$ cat src/sv/fmc_pkg.sv
// shared types, constants and helpers for the frame motion complexity unit
`timescale 1ns / 1ps

package fmc_pkg;

    // frame geometry bounds, used only for the per-frame sample cap
    localparam int MAX_LINE = 4096;
    localparam int MAX_ROWS = 4096;
    localparam longint CAP_RAW = longint'(MAX_LINE) * longint'(MAX_ROWS);
    localparam longint CAP_LIMIT = 64'd16777216;

    // item field widths
    localparam int LUMA_W  = 8;
    localparam int STEP_W  = 5;
    localparam int PHASE_W = 4;
    localparam int CFG_W   = 8;
    localparam int CFG_IDX_W = 2;
    localparam int SUM_W   = 32;
    localparam int COUNT_W = 25;
    localparam int TALLY_W = 16;
    localparam int MAD_W   = 16;
    localparam int SCORE_W = 17;
    localparam int QSTEP_W = 6;
    localparam int THR_W   = 26;
    localparam int PERMILLE_W = 10;

    localparam logic [COUNT_W-1:0] SAMPLE_CAP =
        (CAP_RAW > CAP_LIMIT) ? COUNT_W'(CAP_LIMIT) : COUNT_W'(CAP_RAW);

    // packed stream widths
    localparam int S_TDATA_W = 24;
    localparam int M_TDATA_W = 72;

    // shared divider: one quotient bit per cycle
    localparam int DIV_N_W   = 40;
    localparam int DIV_D_W   = 25;
    localparam int DIV_STEPS = DIV_N_W;
    localparam int DIV_CNT_W = $clog2(DIV_STEPS);

    // item codes
    localparam logic OP_PIXEL   = 1'b0;
    localparam logic OP_FINISH  = 1'b1;
    localparam logic KIND_FRAME = 1'b0;
    localparam logic KIND_FINAL = 1'b1;

    // configuration register indexes
    localparam logic [CFG_IDX_W-1:0] CFG_SUBSAMPLE_STEP = 2'd0;
    localparam logic [CFG_IDX_W-1:0] CFG_MIN_SAMPLES    = 2'd1;
    localparam logic [CFG_IDX_W-1:0] CFG_FULL_SCALE     = 2'd2;

    localparam logic [STEP_W-1:0] RESET_STEP       = 5'd4;
    localparam logic [CFG_W-1:0]  RESET_MIN_SAMPLE = 8'd3;
    localparam logic [CFG_W-1:0]  RESET_FULL_SCALE = 8'd50;
    localparam logic [STEP_W-1:0] STEP_MAX         = 5'd16;

    // fallback report values
    localparam logic [MAD_W-1:0]   FALLBACK_AVG   = 16'd6400;
    localparam logic [SCORE_W-1:0] FALLBACK_SCORE = 17'd32768;
    localparam logic [QSTEP_W-1:0] FALLBACK_STEP  = 6'd24;
    localparam logic [SCORE_W-1:0] SCORE_ONE      = 17'd65536;
    localparam logic [TALLY_W-1:0] TALLY_MAX      = 16'hFFFF;

    // quality step thresholds in thousandths of full scale
    localparam int NUM_STEPS = 5;
    localparam logic [PERMILLE_W-1:0] STEP_PERMILLE [NUM_STEPS] =
        '{10'd40, 10'd100, 10'd200, 10'd350, 10'd550};
    localparam logic [QSTEP_W-1:0] STEP_VALUE [NUM_STEPS+1] =
        '{6'd32, 6'd30, 6'd28, 6'd26, 6'd24, 6'd22};

    typedef enum logic [2:0] {
        ST_IDLE,
        ST_MAD_START,
        ST_MAD_WAIT,
        ST_AVG_WAIT,
        ST_SCORE_START,
        ST_SCORE_WAIT,
        ST_EMIT
    } fmc_state_t;

    typedef struct packed {
        logic pixel;        // pixel item taken
        logic finish;       // finish item taken
        logic mad_start;    // start frame mad division
        logic mad_done;     // frame mad quotient ready
        logic avg_done;     // average quotient ready
        logic score_start;  // start score division
        logic score_done;   // score quotient ready
        logic emit;         // move result into output register
    } fmc_cmd_t;

    typedef struct packed {
        logic div_done;
        logic fallback;
        logic out_free;
    } fmc_status_t;

    // permille * fs * 256, compared against avg * 1000
    function automatic logic [THR_W-1:0] step_threshold(
        input logic [PERMILLE_W-1:0] permille,
        input logic [CFG_W-1:0]      fs
    );
        return (THR_W'(permille) * THR_W'(fs)) << 8;
    endfunction

endpackage

$ cat src/sv/fmc_divider.sv
// restoring divider, one quotient bit per cycle
`timescale 1ns / 1ps

module fmc_divider (
    input  logic                         clk,
    input  logic                         rst_n,
    input  logic                         start,
    input  logic [fmc_pkg::DIV_N_W-1:0]  dividend,
    input  logic [fmc_pkg::DIV_D_W-1:0]  divisor,
    output logic                         done,
    output logic [fmc_pkg::DIV_N_W-1:0]  quotient
);
    import fmc_pkg::*;

    localparam logic [DIV_CNT_W-1:0] LAST_STEP = DIV_CNT_W'(DIV_STEPS - 1);

    logic                 busy_reg, busy_next;
    logic                 done_reg, done_next;
    logic [DIV_CNT_W-1:0] cnt_reg, cnt_next;
    logic [DIV_N_W-1:0]   n_reg, n_next;
    logic [DIV_D_W-1:0]   d_reg, d_next;
    logic [DIV_D_W-1:0]   rem_reg, rem_next;
    logic [DIV_D_W:0]     rem_shift;
    logic [DIV_D_W:0]     rem_sub;
    logic                 fits;

    assign rem_shift = {rem_reg, n_reg[DIV_N_W-1]};
    assign rem_sub   = rem_shift - {1'b0, d_reg};
    assign fits      = (rem_shift >= {1'b0, d_reg});

    always_comb
    begin
        busy_next = busy_reg;
        done_next = 1'b0;
        cnt_next  = cnt_reg;
        n_next    = n_reg;
        d_next    = d_reg;
        rem_next  = rem_reg;
        if (start)
        begin
            busy_next = 1'b1;
            cnt_next  = '0;
            n_next    = dividend;
            d_next    = divisor;
            rem_next  = '0;
        end
        else if (busy_reg)
        begin
            // quotient bits shift in where dividend bits leave
            n_next   = {n_reg[DIV_N_W-2:0], fits};
            rem_next = fits ? rem_sub[DIV_D_W-1:0] : rem_shift[DIV_D_W-1:0];
            cnt_next = cnt_reg + 1'b1;
            if (cnt_reg == LAST_STEP)
            begin
                busy_next = 1'b0;
                done_next = 1'b1;
            end
        end
    end

    always_ff @(posedge clk or negedge rst_n)
    begin
        if (!rst_n)
        begin
            busy_reg <= 1'b0;
            done_reg <= 1'b0;
            cnt_reg  <= '0;
        end
        else
        begin
            busy_reg <= busy_next;
            done_reg <= done_next;
            cnt_reg  <= cnt_next;
        end
    end

    always_ff @(posedge clk)
    begin
        n_reg   <= n_next;
        d_reg   <= d_next;
        rem_reg <= rem_next;
    end

    assign done     = done_reg;
    assign quotient = n_reg;

endmodule

$ cat src/sv/fmc_datapath.sv
// accumulators, config registers, result and output registers
`timescale 1ns / 1ps

module fmc_datapath (
    input  logic                           clk,
    input  logic                           rst_n,
    input  logic                           cfg_we,
    input  logic [fmc_pkg::CFG_IDX_W-1:0]  cfg_index,
    input  logic [fmc_pkg::CFG_W-1:0]      cfg_data,
    input  logic [fmc_pkg::LUMA_W-1:0]     luma_prev,
    input  logic [fmc_pkg::LUMA_W-1:0]     luma_cur,
    input  logic                           end_of_line,
    input  logic                           end_of_frame,
    input  fmc_pkg::fmc_cmd_t              cmd,
    output fmc_pkg::fmc_status_t           status,
    output logic                           m_tvalid,
    input  logic                           m_tready,
    output logic [fmc_pkg::M_TDATA_W-1:0]  m_tdata,
    output logic                           m_tuser
);
    import fmc_pkg::*;

    // configuration
    logic [STEP_W-1:0]  step_cfg_reg;
    logic [CFG_W-1:0]   min_samples_reg;
    logic [CFG_W-1:0]   full_scale_reg;

    // accumulators
    logic [SUM_W-1:0]   diff_sum_reg, diff_sum_next;
    logic [COUNT_W-1:0] pixel_count_reg, pixel_count_next;
    logic [PHASE_W-1:0] col_phase_reg, col_phase_next;
    logic [PHASE_W-1:0] row_phase_reg, row_phase_next;
    logic [SUM_W-1:0]   mad_total_reg, mad_total_next;
    logic [TALLY_W-1:0] tally_reg, tally_next;

    // pending result
    logic               res_kind_reg, res_kind_next;
    logic [MAD_W-1:0]   res_mad_reg, res_mad_next;
    logic [MAD_W-1:0]   res_avg_reg, res_avg_next;
    logic [SCORE_W-1:0] res_score_reg, res_score_next;
    logic [QSTEP_W-1:0] res_qstep_reg, res_qstep_next;
    logic               res_fb_reg, res_fb_next;
    logic [TALLY_W-1:0] res_frames_reg, res_frames_next;
    logic [THR_W-1:0]   avg_k_reg, avg_k_next;

    // output register
    logic                 out_valid_reg, out_valid_next;
    logic [M_TDATA_W-1:0] out_data_reg, out_data_next;
    logic                 out_user_reg, out_user_next;

    logic [STEP_W-1:0]   step_eff;
    logic [CFG_W-1:0]    fs_eff;
    logic [LUMA_W-1:0]   abs_diff;
    logic                keep;
    logic [STEP_W-1:0]   col_inc, row_inc;
    logic [PHASE_W-1:0]  col_adv, row_adv;
    logic                fallback;
    logic [MAD_W-1:0]    frame_mad;
    logic [QSTEP_W-1:0]  qstep;
    logic [SCORE_W-1:0]  score_sat;

    logic                div_start;
    logic [DIV_N_W-1:0]  div_n;
    logic [DIV_D_W-1:0]  div_d;
    logic                div_done;
    logic [DIV_N_W-1:0]  div_q;

    fmc_divider u_div (
        .clk      (clk),
        .rst_n    (rst_n),
        .start    (div_start),
        .dividend (div_n),
        .divisor  (div_d),
        .done     (div_done),
        .quotient (div_q)
    );

    // out-of-range steps fold into 1..16, zero full scale acts as one
    assign step_eff = (step_cfg_reg == '0) ? STEP_W'(1) :
                      (step_cfg_reg > STEP_MAX) ? STEP_MAX : step_cfg_reg;
    assign fs_eff   = (full_scale_reg == '0) ? CFG_W'(1) : full_scale_reg;

    assign abs_diff = (luma_prev > luma_cur) ? (luma_prev - luma_cur)
                                             : (luma_cur - luma_prev);
    assign keep     = (col_phase_reg == '0) && (row_phase_reg == '0) &&
                      (pixel_count_reg < SAMPLE_CAP);

    assign col_inc  = {1'b0, col_phase_reg} + STEP_W'(1);
    assign row_inc  = {1'b0, row_phase_reg} + STEP_W'(1);
    assign col_adv  = (col_inc >= step_eff) ? '0 : col_inc[PHASE_W-1:0];
    assign row_adv  = (row_inc >= step_eff) ? '0 : row_inc[PHASE_W-1:0];

    assign fallback = (tally_reg == '0) || (tally_reg < TALLY_W'(min_samples_reg));

    assign frame_mad = (pixel_count_reg == '0) ? '0 : div_q[MAD_W-1:0];
    assign score_sat = (div_q > DIV_N_W'(SCORE_ONE)) ? SCORE_ONE : div_q[SCORE_W-1:0];

    // lowest threshold that the average falls under picks the step
    always_comb
    begin
        qstep = STEP_VALUE[NUM_STEPS];
        for (int k = NUM_STEPS - 1; k >= 0; k--)
        begin
            if (avg_k_reg < step_threshold(STEP_PERMILLE[k], fs_eff))
            begin
                qstep = STEP_VALUE[k];
            end
        end
    end

    // divider operand select
    always_comb
    begin
        div_start = cmd.mad_start || cmd.score_start || (cmd.finish && !fallback);
        if (cmd.mad_start)
        begin
            div_n = {diff_sum_reg, 8'd0} + DIV_N_W'(pixel_count_reg >> 1);
            div_d = pixel_count_reg;
        end
        else if (cmd.score_start)
        begin
            div_n = {16'd0, res_avg_reg, 8'd0} + DIV_N_W'(fs_eff >> 1);
            div_d = DIV_D_W'(fs_eff);
        end
        else
        begin
            div_n = DIV_N_W'(mad_total_reg) + DIV_N_W'(tally_reg >> 1);
            div_d = DIV_D_W'(tally_reg);
        end
    end

    always_comb
    begin
        diff_sum_next    = diff_sum_reg;
        pixel_count_next = pixel_count_reg;
        col_phase_next   = col_phase_reg;
        row_phase_next   = row_phase_reg;
        mad_total_next   = mad_total_reg;
        tally_next       = tally_reg;

        res_kind_next    = res_kind_reg;
        res_mad_next     = res_mad_reg;
        res_avg_next     = res_avg_reg;
        res_score_next   = res_score_reg;
        res_qstep_next   = res_qstep_reg;
        res_fb_next      = res_fb_reg;
        res_frames_next  = res_frames_reg;
        avg_k_next       = avg_k_reg;

        if (cmd.pixel)
        begin
            if (keep)
            begin
                diff_sum_next    = diff_sum_reg + SUM_W'(abs_diff);
                pixel_count_next = pixel_count_reg + COUNT_W'(1);
            end
            if (end_of_frame)
            begin
                col_phase_next = '0;
                row_phase_next = '0;
            end
            else if (end_of_line)
            begin
                col_phase_next = '0;
                row_phase_next = row_adv;
            end
            else
            begin
                col_phase_next = col_adv;
            end
        end

        if (cmd.mad_done)
        begin
            if (tally_reg != TALLY_MAX)
            begin
                mad_total_next = mad_total_reg + SUM_W'(frame_mad);
                tally_next     = tally_reg + TALLY_W'(1);
            end
            diff_sum_next    = '0;
            pixel_count_next = '0;
            res_kind_next    = KIND_FRAME;
            res_mad_next     = frame_mad;
            res_avg_next     = '0;
            res_score_next   = '0;
            res_qstep_next   = '0;
            res_fb_next      = 1'b0;
            res_frames_next  = tally_next;
        end

        if (cmd.finish)
        begin
            // divider has already sampled the totals when they clear
            res_kind_next   = KIND_FINAL;
            res_mad_next    = '0;
            res_avg_next    = FALLBACK_AVG;
            res_score_next  = FALLBACK_SCORE;
            res_qstep_next  = FALLBACK_STEP;
            res_fb_next     = fallback;
            res_frames_next = tally_reg;
            mad_total_next  = '0;
            tally_next      = '0;
        end

        if (cmd.avg_done)
        begin
            res_avg_next = div_q[MAD_W-1:0];
            avg_k_next   = THR_W'(div_q[MAD_W-1:0]) * THR_W'(1000);
        end

        if (cmd.score_done)
        begin
            res_score_next = score_sat;
            res_qstep_next = qstep;
        end
    end

    always_comb
    begin
        out_valid_next = out_valid_reg;
        out_data_next  = out_data_reg;
        out_user_next  = out_user_reg;
        if (cmd.emit)
        begin
            out_valid_next = 1'b1;
            out_user_next  = res_kind_reg;
            out_data_next  = {res_frames_reg, res_fb_reg, res_qstep_reg,
                              res_score_reg, res_avg_reg, res_mad_reg};
        end
        else if (m_tready)
        begin
            out_valid_next = 1'b0;
        end
    end

    always_ff @(posedge clk or negedge rst_n)
    begin
        if (!rst_n)
        begin
            step_cfg_reg    <= RESET_STEP;
            min_samples_reg <= RESET_MIN_SAMPLE;
            full_scale_reg  <= RESET_FULL_SCALE;
            diff_sum_reg    <= '0;
            pixel_count_reg <= '0;
            col_phase_reg   <= '0;
            row_phase_reg   <= '0;
            mad_total_reg   <= '0;
            tally_reg       <= '0;
            out_valid_reg   <= 1'b0;
        end
        else
        begin
            if (cfg_we)
            begin
                case (cfg_index)
                    CFG_SUBSAMPLE_STEP: step_cfg_reg    <= cfg_data[STEP_W-1:0];
                    CFG_MIN_SAMPLES:    min_samples_reg <= cfg_data;
                    CFG_FULL_SCALE:     full_scale_reg  <= cfg_data;
                    default:            ;
                endcase
            end
            diff_sum_reg    <= diff_sum_next;
            pixel_count_reg <= pixel_count_next;
            col_phase_reg   <= col_phase_next;
            row_phase_reg   <= row_phase_next;
            mad_total_reg   <= mad_total_next;
            tally_reg       <= tally_next;
            out_valid_reg   <= out_valid_next;
        end
    end

    always_ff @(posedge clk)
    begin
        res_kind_reg   <= res_kind_next;
        res_mad_reg    <= res_mad_next;
        res_avg_reg    <= res_avg_next;
        res_score_reg  <= res_score_next;
        res_qstep_reg  <= res_qstep_next;
        res_fb_reg     <= res_fb_next;
        res_frames_reg <= res_frames_next;
        avg_k_reg      <= avg_k_next;
        out_data_reg   <= out_data_next;
        out_user_reg   <= out_user_next;
    end

    assign status.div_done = div_done;
    assign status.fallback = fallback;
    assign status.out_free = !out_valid_reg || m_tready;

    assign m_tvalid = out_valid_reg;
    assign m_tdata  = out_data_reg;
    assign m_tuser  = out_user_reg;

endmodule

$ cat src/sv/fmc_controller.sv
// sequencing state machine for item acceptance, divisions and result hand-off
`timescale 1ns / 1ps

module fmc_controller (
    input  logic                  clk,
    input  logic                  rst_n,
    input  logic                  s_tvalid,
    output logic                  s_tready,
    input  logic                  op,
    input  logic                  end_of_frame,
    input  fmc_pkg::fmc_status_t  status,
    output fmc_pkg::fmc_cmd_t     cmd
);
    import fmc_pkg::*;

    fmc_state_t state_reg, state_next;

    always_comb
    begin
        state_next = state_reg;
        case (state_reg)
            ST_IDLE:
            begin
                if (s_tvalid)
                begin
                    if (op == OP_FINISH)
                    begin
                        state_next = status.fallback ? ST_EMIT : ST_AVG_WAIT;
                    end
                    else if (end_of_frame)
                    begin
                        state_next = ST_MAD_START;
                    end
                end
            end
            ST_MAD_START:   state_next = ST_MAD_WAIT;
            ST_MAD_WAIT:    state_next = status.div_done ? ST_EMIT : ST_MAD_WAIT;
            ST_AVG_WAIT:    state_next = status.div_done ? ST_SCORE_START : ST_AVG_WAIT;
            ST_SCORE_START: state_next = ST_SCORE_WAIT;
            ST_SCORE_WAIT:  state_next = status.div_done ? ST_EMIT : ST_SCORE_WAIT;
            ST_EMIT:        state_next = status.out_free ? ST_IDLE : ST_EMIT;
            default:        state_next = ST_IDLE;
        endcase
    end

    always_comb
    begin
        s_tready = 1'b0;
        cmd      = '0;
        case (state_reg)
            ST_IDLE:
            begin
                s_tready   = 1'b1;
                cmd.pixel  = s_tvalid && (op == OP_PIXEL);
                cmd.finish = s_tvalid && (op == OP_FINISH);
            end
            ST_MAD_START:   cmd.mad_start   = 1'b1;
            ST_MAD_WAIT:    cmd.mad_done    = status.div_done;
            ST_AVG_WAIT:    cmd.avg_done    = status.div_done;
            ST_SCORE_START: cmd.score_start = 1'b1;
            ST_SCORE_WAIT:  cmd.score_done  = status.div_done;
            ST_EMIT:        cmd.emit        = status.out_free;
            default:        ;
        endcase
    end

    always_ff @(posedge clk or negedge rst_n)
    begin
        if (!rst_n)
        begin
            state_reg <= ST_IDLE;
        end
        else
        begin
            state_reg <= state_next;
        end
    end

endmodule

$ cat src/sv/frame_motion_complexity_unit.sv
// frame motion complexity unit: subsampled luma mad per frame and final complexity score
// pixel item without frame end: taken while idle, the next item may follow at once
// frame end item: MAD_START and MAD_WAIT run the mad division, EMIT loads the report, then
// IDLE takes the next item; finish item: AVG_WAIT, SCORE_START, SCORE_WAIT, EMIT, or EMIT alone
// on fallback; a stalled output register adds its wait; reset (rst_n, asynchronous, active low)
// clears accumulators, phases and the output register and loads the register defaults
`timescale 1ns / 1ps

module frame_motion_complexity_unit (
    input  logic                           clk,
    input  logic                           rst_n,
    // configuration write port
    input  logic                           cfg_we,
    input  logic [fmc_pkg::CFG_IDX_W-1:0]  cfg_index,
    input  logic [fmc_pkg::CFG_W-1:0]      cfg_data,
    // input item stream
    input  logic                           s_tvalid,
    output logic                           s_tready,
    input  logic [fmc_pkg::S_TDATA_W-1:0]  s_tdata,   // luma_prev, luma_cur, end_of_line, zero pad
    input  logic                           s_tlast,   // end_of_frame
    input  logic                           s_tuser,   // op
    // result item stream
    output logic                           m_tvalid,
    input  logic                           m_tready,
    output logic [fmc_pkg::M_TDATA_W-1:0]  m_tdata,   // frame_mad, average_mad, score,
                                                      // quality_step, fallback, frames_compared
    output logic                           m_tuser    // kind
);
    import fmc_pkg::*;

    fmc_cmd_t    cmd;
    fmc_status_t status;

    // input item fields
    logic [LUMA_W-1:0] luma_prev;
    logic [LUMA_W-1:0] luma_cur;
    logic              end_of_line;

    assign luma_prev   = s_tdata[LUMA_W-1:0];
    assign luma_cur    = s_tdata[2*LUMA_W-1:LUMA_W];
    assign end_of_line = s_tdata[2*LUMA_W];

    // controller: accepts items only when idle, walks the divisions, waits
    // for the output register before handing the pending result over
    fmc_controller u_ctrl (
        .clk          (clk),
        .rst_n        (rst_n),
        .s_tvalid     (s_tvalid),
        .s_tready     (s_tready),
        .op           (s_tuser),
        .end_of_frame (s_tlast),
        .status       (status),
        .cmd          (cmd)
    );

    // datapath: subsampling phases, per-frame sums, frame mad totals,
    // shared divider, quality step compare and the output register
    fmc_datapath u_dp (
        .clk          (clk),
        .rst_n        (rst_n),
        .cfg_we       (cfg_we),
        .cfg_index    (cfg_index),
        .cfg_data     (cfg_data),
        .luma_prev    (luma_prev),
        .luma_cur     (luma_cur),
        .end_of_line  (end_of_line),
        .end_of_frame (s_tlast),
        .cmd          (cmd),
        .status       (status),
        .m_tvalid     (m_tvalid),
        .m_tready     (m_tready),
        .m_tdata      (m_tdata),
        .m_tuser      (m_tuser)
    );

    // final reports carry no frame mad
    assert property (@(posedge clk) disable iff (!rst_n)
        (m_tvalid && (m_tuser == KIND_FINAL)) |-> (m_tdata[15:0] == 16'd0))
        else $error("final report with nonzero frame mad");

    // frame reports carry no average, score, step or fallback
    assert property (@(posedge clk) disable iff (!rst_n)
        (m_tvalid && (m_tuser == KIND_FRAME)) |-> (m_tdata[55:16] == 40'd0))
        else $error("frame report with score fields set");

    // score never exceeds one
    assert property (@(posedge clk) disable iff (!rst_n)
        m_tvalid |-> (m_tdata[48:32] <= SCORE_ONE))
        else $error("score above one");

    // final quality step is one of the encoder steps
    assert property (@(posedge clk) disable iff (!rst_n)
        (m_tvalid && (m_tuser == KIND_FINAL)) |->
            ((m_tdata[54:49] == 6'd32) || (m_tdata[54:49] == 6'd30) ||
             (m_tdata[54:49] == 6'd28) || (m_tdata[54:49] == 6'd26) ||
             (m_tdata[54:49] == 6'd24) || (m_tdata[54:49] == 6'd22)))
        else $error("illegal quality step");

    // a frame mad division start always comes from a taken frame end item
    assert property (@(posedge clk) disable iff (!rst_n)
        cmd.mad_start |-> $past(s_tvalid && s_tready && s_tlast && !s_tuser))
        else $error("frame division without frame end");

endmodule
$ cat config.mk
export PLATFORM = sky130hd
export DESIGN_NAME = frame_motion_complexity_unit
export DESIGN_NICKNAME = d
export VERILOG_FILES = /design/src/sv/fmc_pkg.sv /design/src/sv/fmc_divider.sv /design/src/sv/fmc_datapath.sv /design/src/sv/fmc_controller.sv /design/src/sv/frame_motion_complexity_unit.sv
export SDC_FILE = /design/constraint.sdc
export NUM_CORES = 1
export LEC_CHECK = 0
export BUFFER_PORTS_ARGS = -buffer_cell sky130_fd_sc_hd__buf_2
export CAP_MARGIN = 10
export CORE_MARGIN = 2
export CORE_UTILIZATION = 50
export CTS_CLUSTER_DIAMETER = 80
export DETAILED_ROUTE_END_ITERATION = 8
export GPL_TIMING_DRIVEN = 0
export PLACE_DENSITY = 0.67
export SLEW_MARGIN = 10
export SYNTH_ARGS = -nofsm -noshare
export SYNTH_HDL_FRONTEND = slang
export SYNTH_SLANG_ARGS = --single-unit
$ cat constraint.sdc
create_clock -name clk -period 8.9 [get_ports clk]
set_input_delay 1.78 -clock clk [delete_from_list [all_inputs] [get_ports clk]]
set_output_delay 1.78 -clock clk [all_outputs]
set_load 0.005 [all_outputs]
**Yosys cells after proc, flatten, opt, wreduce, memory -nomap -nowiden**

Index checks and enable logic that the tools add are counted.

- Input port bits: 41
- Output and inout bits: 75
- Bits in registers: 405
- Word-level logic and storage cells: 182

- Multiply operators: 6
- Bitwise operators: 1
- Add/sub/neg operators: 13
- Magnitude comparators: 13
- Muxes and demuxes: 75
- Reductions and logical operators: 35
- Eq/ne operators: 12

Operator list:

| operator | number |
|---|---|
| two-way mux 32 bit | 6 |
| two-way mux 40 bit | 4 |
| two-way mux 16 bit | 9 |
| two-way mux 25 bit | 5 |
| two-way mux 17 bit | 4 |
| two-way mux 6 bit | 9 |
| adder 40 x 24 -> 40 bit | 1 |
| > comparator 40 x 17 -> 1 bit (second input constant) | 1 |
| adder 32 x 15 -> 33 bit | 1 |
| adder 32 x 16 -> 32 bit | 1 |
| adder 32 x 8 -> 32 bit | 1 |
| two-way mux 4 bit | 7 |
| >= comparator 26 x 25 -> 1 bit | 1 |
| less-than comparator 26 x 22 -> 1 bit | 1 |
| less-than comparator 26 x 23 -> 1 bit | 1 |
| less-than comparator 26 x 24 -> 1 bit | 1 |
| less-than comparator 26 x 25 -> 1 bit | 1 |
| less-than comparator 26 bit | 1 |
| multiplier 5 x 8 -> 13 bit (first input constant) | 2 |
| adder 24 x 7 -> 25 bit | 1 |
| adder 25 x 1 -> 25 bit (second input constant) | 1 |
| logical NOT 25 bit | 1 |
| less-than comparator 25 bit (second input constant) | 1 |
| subtractor 25 bit | 1 |
| 40 further kinds | 93 |

**Longest topological paths before layout**

- Word-level depth: 10
- Gate-level depth with buffers: 33
- Gate-level depth less buffers: 31

**By module**

A second synthesis with hierarchy kept.

- Cells, all modules: 2922
- Area total of the unflattened synthesis: 29290.6 sq um

Modules (own cells, without submodules):

| module | cells each | instances | area each (sq um) | sequential area each (sq um) |
|---|---|---|---|---|
| fmc_datapath | 2407 | 1 | 23632.7 | 8050.2 |
| fmc_divider | 477 | 1 | 5366.4 | 2652.5 |
| fmc_controller | 38 | 1 | 291.5 | 75.1 |

**Least setup slack after synthesis**

OpenSTA, ideal clock, no wires.

- Path kind: input to register
- From: input m_tready
- To: register u_dp.out_data_reg[0] (netlist: u_dp.m_tdata[0]), enable pin
- Setup slack: 1.151 ns
- Arrival: 7.144 ns
- Buffers on the path: 0
- Library setup time: 0.605 ns
- Stages on the path: 2
- Required time: 8.295 ns
- Cell sequence: nand2b_1 -> nor3b_1

RTL lines:

| item | RTL line | RTL |
|---|---|---|
| start, declared | frame_motion_complexity_unit.sv:24 | `input logic m_tready,` |
| end signal, assigned | fmc_datapath.sv:282 | `out_data_reg <= out_data_next;` |
| end, declared | fmc_datapath.sv:48 | `logic [M_TDATA_W-1:0] out_data_reg, out_data_next;` |

**Worst setup path in the final report**

- From: register u_dp.full_scale_reg[2]
- To: register u_dp.res_qstep_reg[3], data pin

- Word-level cells in the longest chain between the ends: 10
- Elaborated cells on any way between the ends: 18
- Those cells by class: 5 x mul; 5 x order compare; 7 x mux; 1 x reduce/logical

RTL lines:

| item | RTL line | RTL |
|---|---|---|
| start, declared | fmc_datapath.sv:26 | `logic [CFG_W-1:0] full_scale_reg;` |
| start signal, assigned | fmc_datapath.sv:258 | `CFG_FULL_SCALE: full_scale_reg <= cfg_data;` |
| logical NOT 8 bit | fmc_datapath.sv:81 | `assign fs_eff = (full_scale_reg == '0) ? CFG_W'(1) : full_scale_reg;` |
| two-way mux 8 bit * | fmc_datapath.sv:81 |  |
| multiplier 9 x 8 -> 17 bit | fmc_pkg.sv:102 | `return (THR_W'(permille) * THR_W'(fs)) << 8;` |
| less-than comparator 26 bit | fmc_datapath.sv:104 | `if (avg_k_reg < step_threshold(STEP_PERMILLE[k], fs_eff))` |
| two-way mux 4 bit | fmc_datapath.sv:104 |  |
| two-way mux 6 bit (3 in series) | fmc_datapath.sv:104 |  |
| two-way mux 6 bit * | fmc_datapath.sv:104 |  |
| two-way mux 6 bit * | fmc_datapath.sv:211 | `if (cmd.score_done)` |
| via u_dp.res_qstep_next[3] | fmc_datapath.sv:41 | `logic [QSTEP_W-1:0] res_qstep_reg, res_qstep_next;` |
| end signal, assigned | fmc_datapath.sv:278 | `res_qstep_reg <= res_qstep_next;` |
| end, declared | fmc_datapath.sv:41 |  |

The timed path passes the listed nets; every way through them passes the cells marked *.
A chain may end at the register's enable or synchronous reset.

==> results.ini <==
[yosys]
netlist_instances=2894
synth_seq_cells=397
netlist.top_cell.by_area=edfxtp_1
synth_top_flop_cell=edfxtp_1
synth_most_common_cell=ha_1
ys_top_cells_by_area=edfxtp_1, ha_1, dfrtp_1
avgSynthCellArea_um2=9.874
synth_top_area_share_pct=21.96
synth.cell_area_um2=28580
synth-seq-area-share_pct=37.72
synth_cell_types=97
async_reset_ff_share_pct=36.78
synth_edf_count=209
synth_commonest_cells=ha_1, inv_1, nor2_1
yosysWarnings=0
syn_nets=3364

[global_route]
grt_overflow=0
grt_pass1_vias=22030
grt_max_degree=80
grtUsageTotal_pct=27.08
grt_antenna_before_repair=2
grt_pass1_wl_um=125200

[worst_setup_path]
cp_slowest_stage_delay_ns=0.56
path_max_fanout=9
worstSetupStartpointType=register
slowest_stage=fa_1
worstSetupPathType=reg2reg
cp_common_cell=inv_1
cp.arrival_ns=8.57
required_ns=9.18
endpoint_kind=register

[clock_network]
cts_resized=0
postCtsSetupRepairBufs=0
clockBufferDepth=3
worstSkewPairLatency_ns=0.60
cts-root-buf=clkbuf_16
path_clk_slew_ns=0.06
cts.sinks=397
cts-hold-fix-buffers=0
cts_inserted_buffers=45
tritoncts=built
htree_levels=2

[layout]
multiInputGateArea_um2=16450
largest_register_ffs=71
largest-register=u_dp.m_tdata
post-route-cell-area_um2=31740
layout.cells.non_filler=3851
nNetsFinal=3527
syn_to_final_growth_pct=11.06
fillers=4900
seqCellArea_um2=10780
drive_above_1_share_pct=8.597

[worst_hold_path]
hold_class=reg2reg

[placement]
hpwl_um=62860
gp_congestion=0.9256
placed_cells=3766
io_buffers=107
placed_cell_area_um2=30200

[timing]
min_period_ns=8.287
fmax_ghz=0.1207
rsz0062_at_grt=false
tns_ns=0
slew_headroom_pct=31.65
period_share_pct=93.11
slew_viol_final=0
finalHoldViolCount=0
setup_violations=0
tightest_slew_ns=1.023
finClkSkew_ns=0.02077
hold_slack_ns=0.4156

[drt]
viasPerCell=5.826
drt_first_pass_iters=5
num_vias=22440
drt-total-wl_um=80380
drcViolationCount=0
avgRoutedWirePerCell_um=20.87
drt-initial-drc-count=1898
drtAntennaViolNets=0

[die]
ios=116
dieArea_um2=59080
die_h_um=243.1
rows=87
core_region_area_um2=56500
start_util_pct=50.58
die_x_um=243.1

[job]
cap_viol_max_count=0

[outcome]
outcome=finished, final reports clean

-- cell families (layout without fill, tap and decap cells) --
family / Yosys count / in the layout / share of synthesized area [%]
AOI/OAI and AO/OA: 591 / 591 / 13.35
xor gates and xnor gates: 230 / 230 / 7.049
adders and majority gates: 429 / 429 / 21.07
buffers and inverters: 349 / 549 / 4.737
DFF: 397 / 397 / 37.72
muxes: 37 / 37 / 1.401
other: 1 / 2 / 0.01312
and+or+nand+nor: 860 / 860 / 14.66
-- critical path, delay by kind of cell, from the launching register on --
family,cells,cell delay (ns)
AO/OA/AOI/OAI,9,1.62
XOR/XNOR,2,0.37
adder cells (fa/ha/maj),7,2.85
buffers and inverters,7,1.71
flip-flops,1,0.34
AND/OR/NAND/NOR,8,1.09
-- layout make-up --
class,count,share of cell area (%)
antenna,1,0.007885
buffer,93,1.246
clock buffer,54,3.753
clock inverter,30,1.092
inverter,256,3.028
multi-input combinational,2148,51.84
sequential,397,33.96
tap,756,2.980
timing repair buffer,116,2.093
-- per-layer routing --
layer | track usage [%] | vias up | routed length (um) | share of wire, %
li1 | - | 10570 | - | -
met1 | 37.46 | 10920 | 35620 | 44
met2 | 43.42 | 790 | 36290 | 45
met3 | 3.936 | 153 | 5439 | 6.8
met4 | 9.617 | 0 | 3032 | 3.8
met5 | 0 | - | 0 | 0
-- worst paths after layout --
kind | start | endpoint | slack, ns | cells after the start
worst max-delay path | u_dp.full_scale_reg[2] | u_dp.res_qstep_reg[3] | 0.61 | 33
worst min register to register | u_dp.res_frames_reg[14] | u_dp.m_tdata[70] | 0.42 | 0
worst max register to register | u_dp.full_scale_reg[2] | u_dp.res_qstep_reg[3] | 0.61 | 33
worst min-delay path | u_dp.res_frames_reg[14] | u_dp.m_tdata[70] | 0.42 | 0
min in group asynchronous | rst_n | u_dp.u_div.cnt_reg[0] | 1.15 | 1
max in group asynchronous | rst_n | u_dp.mad_total_reg[12] | 6.86 | 2
-- per-stage QoR --
step	util, %	worst slack, ns
floorplan	-	1.151
global placement	53.20	-1.610
detailed placement	53.45	0.7907
CTS	56.17	0.7136
global route	56.18	0.2263
finish	56.18	0.6133
-- placed cells by master (no fill, tap or decap), types with 33 or more instances in the layout --
master / synthesis / layout
ha_1: 342 / 342
xor2_1: 109 / 109
dfrtp_1: 140 / 140
and3_1: 40 / 40
xnor2_1: 121 / 121
nand2_1: 200 / 199
nand4_1: 41 / 41
o21ai_0: 147 / 147
nand3_1: 88 / 88
a21oi_1: 157 / 157
nor2b_1: 34 / 34
buf_2: 8 / 114
clkbuf_1: 73 / 78
a21o_1: 59 / 59
and2_1: 33 / 33
inv_1: 255 / 255
dfxtp_1: 42 / 42
fa_1: 87 / 87
clkbuf_16: 0 / 46
nor3_1: 50 / 50
nor2_1: 253 / 253
edfxtp_1: 209 / 209
Power is left out: the tool's default activity adds up to more than one toggle a clock period on the data nets, which glitch-free logic cannot reach.
